==> src/sv/sha256_pkg.sv <==
`default_nettype none
package sha256_pkg;

  typedef logic [31:0] word_t;

  typedef struct packed {
    logic [7:0] data_byte;
    logic       byte_present;
    logic       end_of_message;
  } in_item_t;

  typedef struct packed {
    logic [31:0] digest_word;
    logic [2:0]  word_index;
    logic        last_word;
  } out_item_t;

  // Front-to-back request: a full 16-word block and a flag that marks the final block.
  typedef struct packed {
    logic [511:0] block;
    logic         final_block;
  } blk_req_t;

  localparam int QDepth = 2;

  function automatic word_t round_k(input logic [5:0] t);
    word_t k;
    begin
      case (t)
        6'd0: k = 32'h428a2f98; 6'd1: k = 32'h71374491; 6'd2: k = 32'hb5c0fbcf;
        6'd3: k = 32'he9b5dba5; 6'd4: k = 32'h3956c25b; 6'd5: k = 32'h59f111f1;
        6'd6: k = 32'h923f82a4; 6'd7: k = 32'hab1c5ed5; 6'd8: k = 32'hd807aa98;
        6'd9: k = 32'h12835b01; 6'd10: k = 32'h243185be; 6'd11: k = 32'h550c7dc3;
        6'd12: k = 32'h72be5d74; 6'd13: k = 32'h80deb1fe; 6'd14: k = 32'h9bdc06a7;
        6'd15: k = 32'hc19bf174; 6'd16: k = 32'he49b69c1; 6'd17: k = 32'hefbe4786;
        6'd18: k = 32'h0fc19dc6; 6'd19: k = 32'h240ca1cc; 6'd20: k = 32'h2de92c6f;
        6'd21: k = 32'h4a7484aa; 6'd22: k = 32'h5cb0a9dc; 6'd23: k = 32'h76f988da;
        6'd24: k = 32'h983e5152; 6'd25: k = 32'ha831c66d; 6'd26: k = 32'hb00327c8;
        6'd27: k = 32'hbf597fc7; 6'd28: k = 32'hc6e00bf3; 6'd29: k = 32'hd5a79147;
        6'd30: k = 32'h06ca6351; 6'd31: k = 32'h14292967; 6'd32: k = 32'h27b70a85;
        6'd33: k = 32'h2e1b2138; 6'd34: k = 32'h4d2c6dfc; 6'd35: k = 32'h53380d13;
        6'd36: k = 32'h650a7354; 6'd37: k = 32'h766a0abb; 6'd38: k = 32'h81c2c92e;
        6'd39: k = 32'h92722c85; 6'd40: k = 32'ha2bfe8a1; 6'd41: k = 32'ha81a664b;
        6'd42: k = 32'hc24b8b70; 6'd43: k = 32'hc76c51a3; 6'd44: k = 32'hd192e819;
        6'd45: k = 32'hd6990624; 6'd46: k = 32'hf40e3585; 6'd47: k = 32'h106aa070;
        6'd48: k = 32'h19a4c116; 6'd49: k = 32'h1e376c08; 6'd50: k = 32'h2748774c;
        6'd51: k = 32'h34b0bcb5; 6'd52: k = 32'h391c0cb3; 6'd53: k = 32'h4ed8aa4a;
        6'd54: k = 32'h5b9cca4f; 6'd55: k = 32'h682e6ff3; 6'd56: k = 32'h748f82ee;
        6'd57: k = 32'h78a5636f; 6'd58: k = 32'h84c87814; 6'd59: k = 32'h8cc70208;
        6'd60: k = 32'h90befffa; 6'd61: k = 32'ha4506ceb; 6'd62: k = 32'hbef9a3f7;
        default: k = 32'hc67178f2;
      endcase
      return k;
    end
  endfunction

  function automatic word_t init_hash(input logic [2:0] i);
    word_t h;
    begin
      case (i)
        3'd0: h = 32'h6a09e667; 3'd1: h = 32'hbb67ae85;
        3'd2: h = 32'h3c6ef372; 3'd3: h = 32'ha54ff53a;
        3'd4: h = 32'h510e527f; 3'd5: h = 32'h9b05688c;
        3'd6: h = 32'h1f83d9ab; default: h = 32'h5be0cd19;
      endcase
      return h;
    end
  endfunction

  function automatic word_t rotr(input word_t x, input int n);
    return (x >> n) | (x << (32 - n));
  endfunction

endpackage
`default_nettype wire

==> src/sv/sha256_if.sv <==
`default_nettype none
interface sha256_in_if;
  logic                  valid;
  logic                  ready;
  sha256_pkg::in_item_t  payload;
  modport source (output valid, output payload, input ready);
  modport sink (input valid, input payload, output ready);
endinterface

interface sha256_out_if;
  logic                  valid;
  logic                  ready;
  sha256_pkg::out_item_t payload;
  modport source (output valid, output payload, input ready);
  modport sink (input valid, input payload, output ready);
endinterface
`default_nettype wire

==> src/sv/sha256_front.sv <==
`default_nettype none
// Packs bytes into blocks and builds the padding, one byte per cycle while no full block waits to be handed over.
module sha256_front (
  input  wire logic               clk,
  input  wire logic               rst,
  sha256_in_if.sink               in_ch,
  output sha256_pkg::blk_req_t    req,
  output logic                    req_valid,
  input  wire logic               req_ready
);
  import sha256_pkg::*;

  typedef enum logic [2:0] {
    ST_BYTES = 3'b001,
    ST_PAD   = 3'b010,
    ST_PUSH  = 3'b100
  } fst_t;

  fst_t         state;
  logic [511:0] blk;
  logic [5:0]   pos;
  logic [63:0]  bit_length;
  logic         pad_first;
  logic         push_final;
  logic         resume_pad;
  logic [7:0]   wbyte;
  logic         wr;
  logic         in_take;

  // A byte may not land in the block buffer while a full block still waits there.
  assign in_ch.ready = (state == ST_BYTES) && !(in_ch.payload.byte_present && req_valid);
  assign in_take = in_ch.valid && in_ch.ready;

  assign req.block       = blk;
  assign req.final_block = push_final;

  always_comb begin
    wr    = 1'b0;
    wbyte = in_ch.payload.data_byte;
    if (state == ST_BYTES) begin
      wr = in_take && in_ch.payload.byte_present;
    end else if (state == ST_PAD && !req_valid) begin
      wr    = 1'b1;
      wbyte = pad_first ? 8'h80 : 8'h00;
    end
  end

  always_ff @(posedge clk) begin
    if (wr) begin
      blk[(6'd63 - pos) * 8 +: 8] <= wbyte;
    end
    if (state == ST_PAD && !req_valid && !pad_first && pos == 6'd56 && !resume_pad) begin
      blk[63:0] <= bit_length;
    end
    if (rst) begin
      state      <= ST_BYTES;
      pos        <= '0;
      bit_length <= '0;
      pad_first  <= 1'b0;
      req_valid  <= 1'b0;
      push_final <= 1'b0;
      resume_pad <= 1'b0;
    end else begin
      if (req_valid && req_ready) begin
        req_valid <= 1'b0;
      end
      case (state)
        ST_BYTES: begin
          if (in_take) begin
            if (in_ch.payload.byte_present) begin
              pos        <= pos + 6'd1;
              bit_length <= bit_length + 64'd8;
              if (pos == 6'd63) begin
                req_valid  <= 1'b1;
                push_final <= 1'b0;
              end
            end
            if (in_ch.payload.end_of_message) begin
              state     <= ST_PAD;
              pad_first <= 1'b1;
              if (in_ch.payload.byte_present) begin
                bit_length <= bit_length + 64'd8;
              end
            end
          end
        end
        ST_PAD: begin
          if (!req_valid) begin
            pad_first <= 1'b0;
            if (!pad_first && pos == 6'd56 && !resume_pad) begin
              // Length written; hand over the final block.
              req_valid  <= 1'b1;
              push_final <= 1'b1;
              state      <= ST_PUSH;
            end else begin
              pos <= pos + 6'd1;
              resume_pad <= 1'b0;
              if (pos == 6'd63) begin
                req_valid  <= 1'b1;
                push_final <= 1'b0;
              end
            end
          end
        end
        ST_PUSH: begin
          if (req_valid && req_ready) begin
            state      <= ST_BYTES;
            pos        <= '0;
            bit_length <= '0;
          end
        end
        default: state <= ST_BYTES;
      endcase
    end
  end
endmodule
`default_nettype wire

==> src/sv/sha256_queue.sv <==
`default_nettype none
// Short block queue between packing and compression.
module sha256_queue (
  input  wire logic            clk,
  input  wire logic            rst,
  input  wire sha256_pkg::blk_req_t wr_data,
  input  wire logic            wr_valid,
  output logic                 wr_ready,
  output sha256_pkg::blk_req_t rd_data,
  output logic                 rd_valid,
  input  wire logic            rd_ready
);
  import sha256_pkg::*;

  blk_req_t mem [QDepth];
  logic     wp, rp;
  logic [1:0] cnt;

  assign wr_ready = cnt != 2'(QDepth);
  assign rd_valid = cnt != 2'd0;
  assign rd_data  = mem[rp];

  always_ff @(posedge clk) begin
    if (wr_valid && wr_ready) begin
      mem[wp] <= wr_data;
    end
    if (rst) begin
      wp  <= 1'b0;
      rp  <= 1'b0;
      cnt <= '0;
    end else begin
      if (wr_valid && wr_ready) wp <= ~wp;
      if (rd_valid && rd_ready) rp <= ~rp;
      cnt <= cnt + 2'(wr_valid && wr_ready) - 2'(rd_valid && rd_ready);
    end
  end
endmodule
`default_nettype wire

==> src/sv/sha256_back.sv <==
`default_nettype none
// 64-round compression, one round per cycle, then the hash update and, after a final block, digest output.
module sha256_back (
  input  wire logic            clk,
  input  wire logic            rst,
  input  wire sha256_pkg::blk_req_t req,
  input  wire logic            req_valid,
  output logic                 req_ready,
  sha256_out_if.source         out_ch
);
  import sha256_pkg::*;

  typedef enum logic [3:0] {
    ST_IDLE  = 4'b0001,
    ST_ROUND = 4'b0010,
    ST_ADD   = 4'b0100,
    ST_EMIT  = 4'b1000
  } bst_t;

  bst_t       state;
  word_t      h [8];
  word_t      v [8];
  word_t      w [16];
  logic [5:0] round_count;
  logic       is_final;
  logic [2:0] idx;
  word_t      wt, s0, s1, ch, mj, t1, t2, ls0, ls1;

  assign req_ready = (state == ST_IDLE);

  always_comb begin
    ls0 = rotr(w[1], 7) ^ rotr(w[1], 18) ^ (w[1] >> 3);
    ls1 = rotr(w[14], 17) ^ rotr(w[14], 19) ^ (w[14] >> 10);
    wt  = w[0];
    s1  = rotr(v[4], 6) ^ rotr(v[4], 11) ^ rotr(v[4], 25);
    ch  = (v[4] & v[5]) ^ (~v[4] & v[6]);
    t1  = v[7] + s1 + ch + round_k(round_count) + wt;
    s0  = rotr(v[0], 2) ^ rotr(v[0], 13) ^ rotr(v[0], 22);
    mj  = (v[0] & v[1]) ^ (v[0] & v[2]) ^ (v[1] & v[2]);
    t2  = s0 + mj;
  end

  assign out_ch.valid               = (state == ST_EMIT);
  assign out_ch.payload.digest_word = h[idx];
  assign out_ch.payload.word_index  = idx;
  assign out_ch.payload.last_word   = (idx == 3'd7);

  always_ff @(posedge clk) begin
    case (state)
      ST_IDLE: begin
        if (req_valid) begin
          for (int i = 0; i < 16; i++) w[i] <= req.block[511 - 32 * i -: 32];
          for (int i = 0; i < 8; i++) v[i] <= h[i];
        end
      end
      ST_ROUND: begin
        // The window always holds w[t..t+15] with w[0] current.
        for (int i = 0; i < 15; i++) w[i] <= w[i + 1];
        w[15] <= w[0] + ls0 + w[9] + ls1;
        v[7] <= v[6]; v[6] <= v[5]; v[5] <= v[4]; v[4] <= v[3] + t1;
        v[3] <= v[2]; v[2] <= v[1]; v[1] <= v[0]; v[0] <= t1 + t2;
      end
      default: ;
    endcase
    if (rst) begin
      state       <= ST_IDLE;
      round_count <= '0;
      idx         <= '0;
      is_final    <= 1'b0;
      for (int i = 0; i < 8; i++) h[i] <= init_hash(3'(i));
    end else begin
      case (state)
        ST_IDLE: begin
          if (req_valid) begin
            is_final    <= req.final_block;
            round_count <= '0;
            state       <= ST_ROUND;
          end
        end
        ST_ROUND: begin
          round_count <= round_count + 6'd1;
          if (round_count == 6'd63) state <= ST_ADD;
        end
        ST_ADD: begin
          for (int i = 0; i < 8; i++) h[i] <= h[i] + v[i];
          idx   <= '0;
          state <= is_final ? ST_EMIT : ST_IDLE;
        end
        ST_EMIT: begin
          if (out_ch.ready) begin
            idx <= idx + 3'd1;
            if (idx == 3'd7) begin
              for (int i = 0; i < 8; i++) h[i] <= init_hash(3'(i));
              state <= ST_IDLE;
            end
          end
        end
        default: state <= ST_IDLE;
      endcase
    end
  end
endmodule
`default_nettype wire

==> src/sv/sha256_message_digest_core.sv <==
`default_nettype none
// SHA-256 digest of a byte stream.
// Input channel in_ch carries one request per byte: data_byte, byte_present
// and end_of_message. A request with end_of_message closes the message; one
// with both flags low changes nothing. An empty message is a request with
// byte_present low and end_of_message high.
// Output channel out_ch returns eight requests per message, digest words
// 0 to 7 with last_word on word 7.
// The front packs one byte per cycle into a 64-byte block and then writes
// the padding, again one byte per cycle, in both cases only while no full
// block waits for the queue. A two-entry block queue feeds the back end,
// which runs 64 rounds at one round per cycle and then a hash update.
// Bytes of the next block keep loading while a block compresses, so long
// messages are bound by the compression loop. After end_of_message the front
// writes the padding, then one or two compressions follow, then the digest.
// A stalled receiver holds the current word; the back end then stops and
// the queue and front fill and drop in_ch.ready in turn.
// Reset is synchronous: hash returns to the initial values, counts clear.
module sha256_message_digest_core (
  input wire logic   clk,
  input wire logic   rst,
  sha256_in_if.sink  in_ch,
  sha256_out_if.source out_ch
);
  import sha256_pkg::*;

  blk_req_t f_req, q_out;
  logic     f_valid, f_ready, q_valid, q_ready;

  sha256_front u_front (
    .clk(clk), .rst(rst), .in_ch(in_ch),
    .req(f_req), .req_valid(f_valid), .req_ready(f_ready)
  );

  sha256_queue u_queue (
    .clk(clk), .rst(rst),
    .wr_data(f_req), .wr_valid(f_valid), .wr_ready(f_ready),
    .rd_data(q_out), .rd_valid(q_valid), .rd_ready(q_ready)
  );

  sha256_back u_back (
    .clk(clk), .rst(rst),
    .req(q_out), .req_valid(q_valid), .req_ready(q_ready),
    .out_ch(out_ch)
  );

`ifndef SYNTHESIS
  // The last word always carries index seven.
  a_last_idx: assert property (@(posedge clk) disable iff (rst)
    out_ch.valid |-> (out_ch.payload.last_word == (out_ch.payload.word_index == 3'd7)))
    else $error("last_word does not match index");
  // Words of a digest come in order.
  a_idx_step: assert property (@(posedge clk) disable iff (rst)
    out_ch.valid && out_ch.ready && !out_ch.payload.last_word |=>
    out_ch.valid && out_ch.payload.word_index == $past(out_ch.payload.word_index) + 3'd1)
    else $error("digest word order broken");
  // The front holds a block until the queue takes it.
  a_queue: assert property (@(posedge clk) disable iff (rst)
    f_valid && !f_ready |=> f_valid)
    else $error("block lost at queue");
`endif
endmodule
`default_nettype wire
==> src/flat_wrapper.sv <==
// flat-port wrapper written by rule: the top's interface ports become plain ports
module sha256_message_digest_core_flat import sha256_pkg::*;
  (clk, rst, in_ch_valid, in_ch_payload, in_ch_ready, out_ch_valid, out_ch_payload, out_ch_ready);
  sha256_in_if in_ch_i ();
  sha256_out_if out_ch_i ();
  input wire logic clk;
  input wire logic rst;
  input wire logic [$bits(in_ch_i.valid)-1:0] in_ch_valid;
  input wire logic [$bits(in_ch_i.payload)-1:0] in_ch_payload;
  output wire logic [$bits(in_ch_i.ready)-1:0] in_ch_ready;
  output wire logic [$bits(out_ch_i.valid)-1:0] out_ch_valid;
  output wire logic [$bits(out_ch_i.payload)-1:0] out_ch_payload;
  input wire logic [$bits(out_ch_i.ready)-1:0] out_ch_ready;
  assign in_ch_i.valid = in_ch_valid;
  assign in_ch_i.payload = in_ch_payload;
  assign in_ch_ready = in_ch_i.ready;
  assign out_ch_valid = out_ch_i.valid;
  assign out_ch_payload = out_ch_i.payload;
  assign out_ch_i.ready = out_ch_ready;
  sha256_message_digest_core u_core (.clk(clk), .rst(rst), .in_ch(in_ch_i), .out_ch(out_ch_i));
endmodule
==> config.mk <==
export PLATFORM = sky130hd
export DESIGN_NAME = sha256_message_digest_core_flat
export DESIGN_NICKNAME = d
export VERILOG_FILES = /design/src/sv/sha256_pkg.sv /design/src/sv/sha256_if.sv /design/src/sv/sha256_front.sv /design/src/sv/sha256_queue.sv /design/src/sv/sha256_back.sv /design/src/sv/sha256_message_digest_core.sv /design/src/flat_wrapper.sv
export SDC_FILE = /design/constraint.sdc
export NUM_CORES = 2
export LEC_CHECK = 0
export BUFFER_PORTS_ARGS = -buffer_cell sky130_fd_sc_hd__buf_2
export CORE_MARGIN = 1
export CORE_UTILIZATION = 60
export DETAILED_ROUTE_END_ITERATION = 8
export PLACE_DENSITY = 0.76
export SETUP_SLACK_MARGIN = 0.02
export SLEW_MARGIN = 20
export SYNTH_ARGS = -nofsm -noshare
export SYNTH_HDL_FRONTEND = slang
export SYNTH_MEMORY_MAX_BITS = 65536
export SYNTH_SLANG_ARGS = --single-unit
export TNS_END_PERCENT = 10
==> constraint.sdc <==
create_clock -name clk -period 27.4 [get_ports clk]
set_clock_uncertainty 0.15 [all_clocks]
set_input_delay 5.48 -clock clk [delete_from_list [all_inputs] [get_ports clk]]
set_output_delay 5.48 -clock clk [all_outputs]
set_load 0.01 [all_outputs]
Yosys cells after proc, flatten, opt, wreduce, memory -nomap -nowiden
Memories as Yosys holds them, arrays and structs flattened. A register that Yosys moved wholly into a read port is not among the register bits.
Cells that the tools add are included.
- memory bits (read-only): 2048
- bits in writable memories: 2050
- input port bits: 14
- flip-flop bits (word level): 606
- output and inout bits: 38
- memories kept: 5
- memory list (name ; depth ; width ; rd ports ; clocked after memory_dff ; write ports ; RTL line ; RTL):
    (no name shown) ; 64 ; 32 ; 1 ; 1 ; 0 ; sha256_pkg.sv:29 ; case (t)
    u_core.u_queue.mem ; 2 ; 513 ; 1 ; 1 ; 1 ; sha256_queue.sv:15 ; blk_req_t mem [QDepth];
    u_core.u_back.w ; 16 ; 32 ; 16 ; 0 ; 16 ; sha256_back.sv:23 ; word_t w [16];
    u_core.u_back.h ; 8 ; 32 ; 9 ; 1 ; 8 ; sha256_back.sv:21 ; word_t h [8];
    u_core.u_back.v ; 8 ; 32 ; 8 ; 0 ; 8 ; sha256_back.sv:22 ; word_t v [8];
- mux-type cells: 156
- shift-type cells: 2
- equal/unequal tests: 23
- bitwise logic cells: 69
- reduce and logical (&&, ||, !) cells: 29
- add/subtract/negate cells: 26
- operator list (kind ; number):
    two-way mux 32 bit ; 80
    adder 32 bit ; 18
    bitwise mux 512 bit ; 1
    variable shift 8 x 34 -> 512 bit (first input constant) ; 1
    variable part select 8 x 34 -> 512 bit ; 1
    two-way mux 64 bit ; 7
    XOR 32 bit ; 9
    AND 32 bit ; 5
    one-hot mux 64 bit (2 select lines) ; 1
    adder 64 x 4 -> 64 bit (second input constant) ; 1
    two-way mux 6 bit ; 8
    OR 1 bit ; 40
    two-way mux 1 bit ; 35
    negation 32 -> 34 bit ; 1
    inverter 32 bit ; 1
    OR 10 x 32 -> 32 bit ; 1
    OR 13 x 32 -> 32 bit ; 1
    OR 14 x 32 -> 32 bit ; 1
    OR 15 x 32 -> 32 bit ; 1
    OR 19 x 32 -> 32 bit ; 1
    OR 21 x 32 -> 32 bit ; 1
    OR 25 x 32 -> 32 bit ; 1
    OR 26 x 32 -> 32 bit ; 1
    OR 30 x 32 -> 32 bit ; 1
    other kinds (37) ; 87

Logic depth before layout (Yosys ltp)
An unclocked memory read counts as a cell.
- depth in word-level cells: 10
- mapped depth: 35
- gate-level depth less buffers: 34

Hierarchy
A second synthesis with hierarchy kept.
- cell total of the unflattened synthesis: 11261
- area, all modules: 134162.4 µm²
- by module, submodules not included (module ; cells an instance ; seq. area each (µm²) ; area each (µm²) ; instances):
    sha256_back ; 7757 ; 30449.2 ; 71576.1 ; 1
    sha256_queue ; 1625 ; 30909.6 ; 39339.0 ; 1
    sha256_front ; 1879 ; 16836.1 ; 23247.3 ; 1

Worst setup path before layout
No wires, ideal clock.
- path type: register to register
- start point: register u_core.u_queue.cnt[0]
- end point: memory u_core.u_queue.mem[0][0] (netlist name) (enable)
- arrival time: 21.978 ns
- library setup time: 1.402 ns
- stages on the path, launching flop included: 5
- path slack: 3.870 ns
- path buffers: 0
- data required time: 25.848 ns
- cell sequence: dfxtp_1 -> nand2b_1 -> and2_1 -> inv_1 -> nor2_1
- longest elaborated chain between the ends: 4
- RTL lines (item ; RTL line ; RTL):
    from (decl) ; sha256_queue.sv:17 ; logic [1:0] cnt;
    from (signal assigned) ; sha256_queue.sv:34 ; cnt <= cnt + 2'(wr_valid && wr_ready) - 2'(rd_valid && rd_ready);
    inequality test 2 bit ; sha256_queue.sv:19 ; assign wr_ready = cnt != 2'(QDepth);
    logical AND 1 bit ; sha256_queue.sv:24 ; if (wr_valid && wr_ready) begin
    two-way mux 1 bit ; sha256_queue.sv:24 ;
    two-way mux 1 bit (implied by the code) ; sha256_queue.sv:25 ; mem[wp] <= wr_data;
    to (decl) ; sha256_queue.sv:15 ;
No other way between the ends.

Worst setup path after layout
- start point: input port in_ch_payload[1]
- end point: output port in_ch_ready
- longest elaborated chain between the ends: 3
- RTL lines (item ; RTL line ; RTL):
    from (decl) ; flat_wrapper.sv:9 ; input wire logic [$bits(in_ch_i.payload)-1:0] in_ch_payload;
    logical AND 1 bit ; sha256_front.sv:31 ; assign in_ch.ready = (state == ST_BYTES) && !(in_ch.payload.byte_present && req_valid);
    logical NOT 1 bit ; sha256_front.sv:31 ;
    logical AND 1 bit ; sha256_front.sv:31 ;
    to (decl) ; flat_wrapper.sv:10 ; output wire logic [$bits(in_ch_i.ready)-1:0] in_ch_ready;
No other way between the ends.

==> reports/qor.csv <==
metric,value,unit
# H-tree levels,5,
hold path cells,0,
routability congestion estimate from global placement,0.994,
Worst Tran Pin Value,1.13,ns
Rows,169,
DR WL/cell,25.7,um
Bufs on Longest Clock Path,4,
Critical Path AT,6.11,ns
Final Hold Viols,0,
DRT iter0 DRCs,9323,
max_cap viols,0,
DRT Wirelength,350,mm
die height,466,um
total track usage,0.320,
unrepaired setup endpoints after global routing,no,
vias in the first global route,83700,
Post-CTS Setup Inserts,0,
fin crit period,11.74,ns
Post-CTS Hold Buffers,0,
Reg2Reg Setup Slack,18.25,ns
TritonCTS clock tree,done,
WL met1,134,mm
Worst-Skew Late Latency,0.94,ns
Core Area,213000,sq um
first-pass GRT wire length,520,mm
critical path type,input port to primary output,
reg-to-reg endpoint,u_core.u_back.v[0][31],
Inserted Clock Buffers,291,
layout cell share with drive strength beyond 1,0.0728,
Max Fanout on Critical Path,2,
GR Overflow Total,0,
Non-Filler Instances,13600,
Post-Place Cells,13100,
R2R cell count,28,
Hold Crit Class,register to register,
largest net degree at the start of global routing,231,
Crit. End Element,primary output,
post-route setup TNS,0,ns
root buffer cell,clkbuf_16,
die width,466,um
post_cts resized,0,
min-delay src,u_core.u_front.blk[219],
Worst EP required,21.77,ns
Starting Density,0.606,
worst hold endpoint,u_core.u_queue.mem[0][220],
mean post-synth cell area,12.1,sq um
asr flop ratio synth,0,
FF+latch area,78200,sq um
worst reg2reg path startpoint,u_core.u_back.v[1][26],
port bufs,51,
Most used DFF post-synth,edfxtp_1,
CP startpoint kind,input port,
clock sinks,2689,
Area Growth Syn to Fin,9.33,%
sequential area share after synthesis,0.606,
Remaining DRCs,0,
post-route ant nets,0,
initial antenna violation count,4,
#FFs+latches synth,2689,
DRT Pass-1 Iters,8,
Max Slew Vio Count,0,
status,"complete, no violations",
Met3 Routed Length,28.0,mm
Post-Syn Nets,11300,
vias per cell,6.30,
Synth warnings,0,
area of the multi-input gates,47900,sq um
die area,217000,sq um
Post-synth EDFFs,2434,
Final Cycle Share,0.428,
Post-Syn Area,129000,sq um
DR top layer,met4,
final setup vio count,0,
WL met2,166,mm
# nets final,11200,
DR vias,85700,
clk slew on worst S/H paths,0.06,ns
highest clock rate,85.2,MHz
I/O pin cnt,52,
Fill cells,15200,
Slew headroom,0.243,
library cells used by synthesis,103,
Detail Placement HPWL,235,mm
Synth Instances,10700,
area by class of cell:
type / instances / share of cell area
Tap cell: 2821 / 0.0250
Clock inverter: 130 / 0.00866
Multi-Input combinational cell: 7158 / 0.339
Clock buffer: 375 / 0.0559
Inverter: 271 / 0.00729
Antenna cell: 2 / 0.0000355
Sequential cell: 2689 / 0.555
Timing Repair Buffer: 168 / 0.00887
stage by stage:
stage | utilization | instance area [sq um] | hold slack [ns] | setup WS, ns
2_1_floorplan | - | 129000 | 0.269 | 3.87
6_report | 0.663 | 141000 | 0.251 | 15.66
5_1_grt | 0.663 | 141000 | 0.268 | 15.61
3_5_place_dp | 0.620 | 132000 | 0.279 | 15.67
3_3_place_gp | 0.620 | 132000 | 0.272 | 15.66
4_1_cts | 0.663 | 141000 | 0.250 | 15.67
cells in the final DEF (no fill, tap or decap), drive strengths merged, types with 65 or more instances in the layout:
master,Yosys,routed
nand2,1699,1699
a21o,150,150
xnor2,409,409
mux2,65,65
clkbuf,469,375
buf,69,168
xor2,200,200
o21ai,906,906
a21oi,506,506
edfxtp,2434,2434
clkinv,2,91
mux2i,520,520
nor2,850,850
nand3,149,149
dfxtp,255,255
nor3,161,161
fa,195,195
inv,269,279
ha,400,400
nand2b,72,72
per-layer routing:
metal | global-route usage | up-vias
li1 | - | 38400
met1 | 0.416 | 42300
met2 | 0.520 | 4081
met3 | 0.0469 | 944
met4 | 0.178 | 0
met5 | 0 | -
synth_stat cells, types with 33 or more instances:
cell / n / share of area
edfxtp_1: 2434 / 0.57
nand2_1: 1697 / 0.049
o21ai_0: 894 / 0.035
nor2_1: 849 / 0.025
mux2i_1: 520 / 0.040
a21oi_1: 503 / 0.020
clkbuf_1: 469 / 0.014
xnor2_1: 408 / 0.028
ha_1: 400 / 0.039
inv_1: 267 / 0.0078
dfxtp_1: 255 / 0.040
xor2_1: 200 / 0.014
fa_1: 195 / 0.030
nor3_1: 157 / 0.0061
a21o_1: 150 / 0.0087
nand3_1: 147 / 0.0057
nand2b_1: 72 / 0.0035
mux2_2: 65 / 0.0057
mux4_2: 64 / 0.011
o21a_1: 62 / 0.0036
o211ai_1: 60 / 0.0035
nor2b_1: 54 / 0.0026
a211oi_1: 53 / 0.0031
and3_1: 46 / 0.0022
buf_1: 43 / 0.0013
or3_1: 42 / 0.0020
o21bai_1: 40 / 0.0023
a31oi_1: 34 / 0.0016
nand4_1: 33 / 0.0016
state kept, by name (all words and copies together) (netlist names), named ones only:
signal	count
u_core.u_front.push_final	1
u_core.u_back.w	512
u_core.u_back.idx	3
u_core.u_back.h	256
u_core.u_front.bit_length	61
u_core.u_front.blk	512
u_core.u_front.pos	6
u_core.u_back.is_final	1
u_core.u_queue.mem	1026
u_core.u_front.state	3
u_core.u_queue.rp	1
u_core.u_back.v	256
u_core.u_back.state	4
u_core.u_back.round_count	6
u_core.u_front.pad_first	1
u_core.u_front.req_valid	1
u_core.u_queue.wp	1
u_core.u_queue.cnt	2
cell families after synthesis:
kind of cell | Yosys count | share of synthesized area
AO/OA/AOI/OAI | 2068 | 0.0952
XOR/XNOR | 609 | 0.0414
adder cells (fa/ha/maj) | 617 | 0.0708
buffers and inverters | 809 | 0.0239
flip-flops | 2689 | 0.606
multiplexers | 649 | 0.0572
AND/OR/NAND/NOR | 3215 | 0.105
how the worst max path moves through the flow:
stage                               start                       end
finish                   in_ch_payload[1]               in_ch_ready
global route             in_ch_payload[1]               in_ch_ready
CTS                      in_ch_payload[1]               in_ch_ready
detailed placement       in_ch_payload[1]               in_ch_ready
global placement         in_ch_payload[1]               in_ch_ready
floorplan           u_core.u_queue.cnt[0]  u_core.u_queue.mem[0][0]
worst max-delay path, stage by stage:
cell and delay (ns):
buf_2 0.11, a21oi_1 0.16, and3b_1 0.21, buf_2 0.14
Power is not shown: default switching activity piles up to over one toggle a cycle in this logic, so the estimate is an artifact.
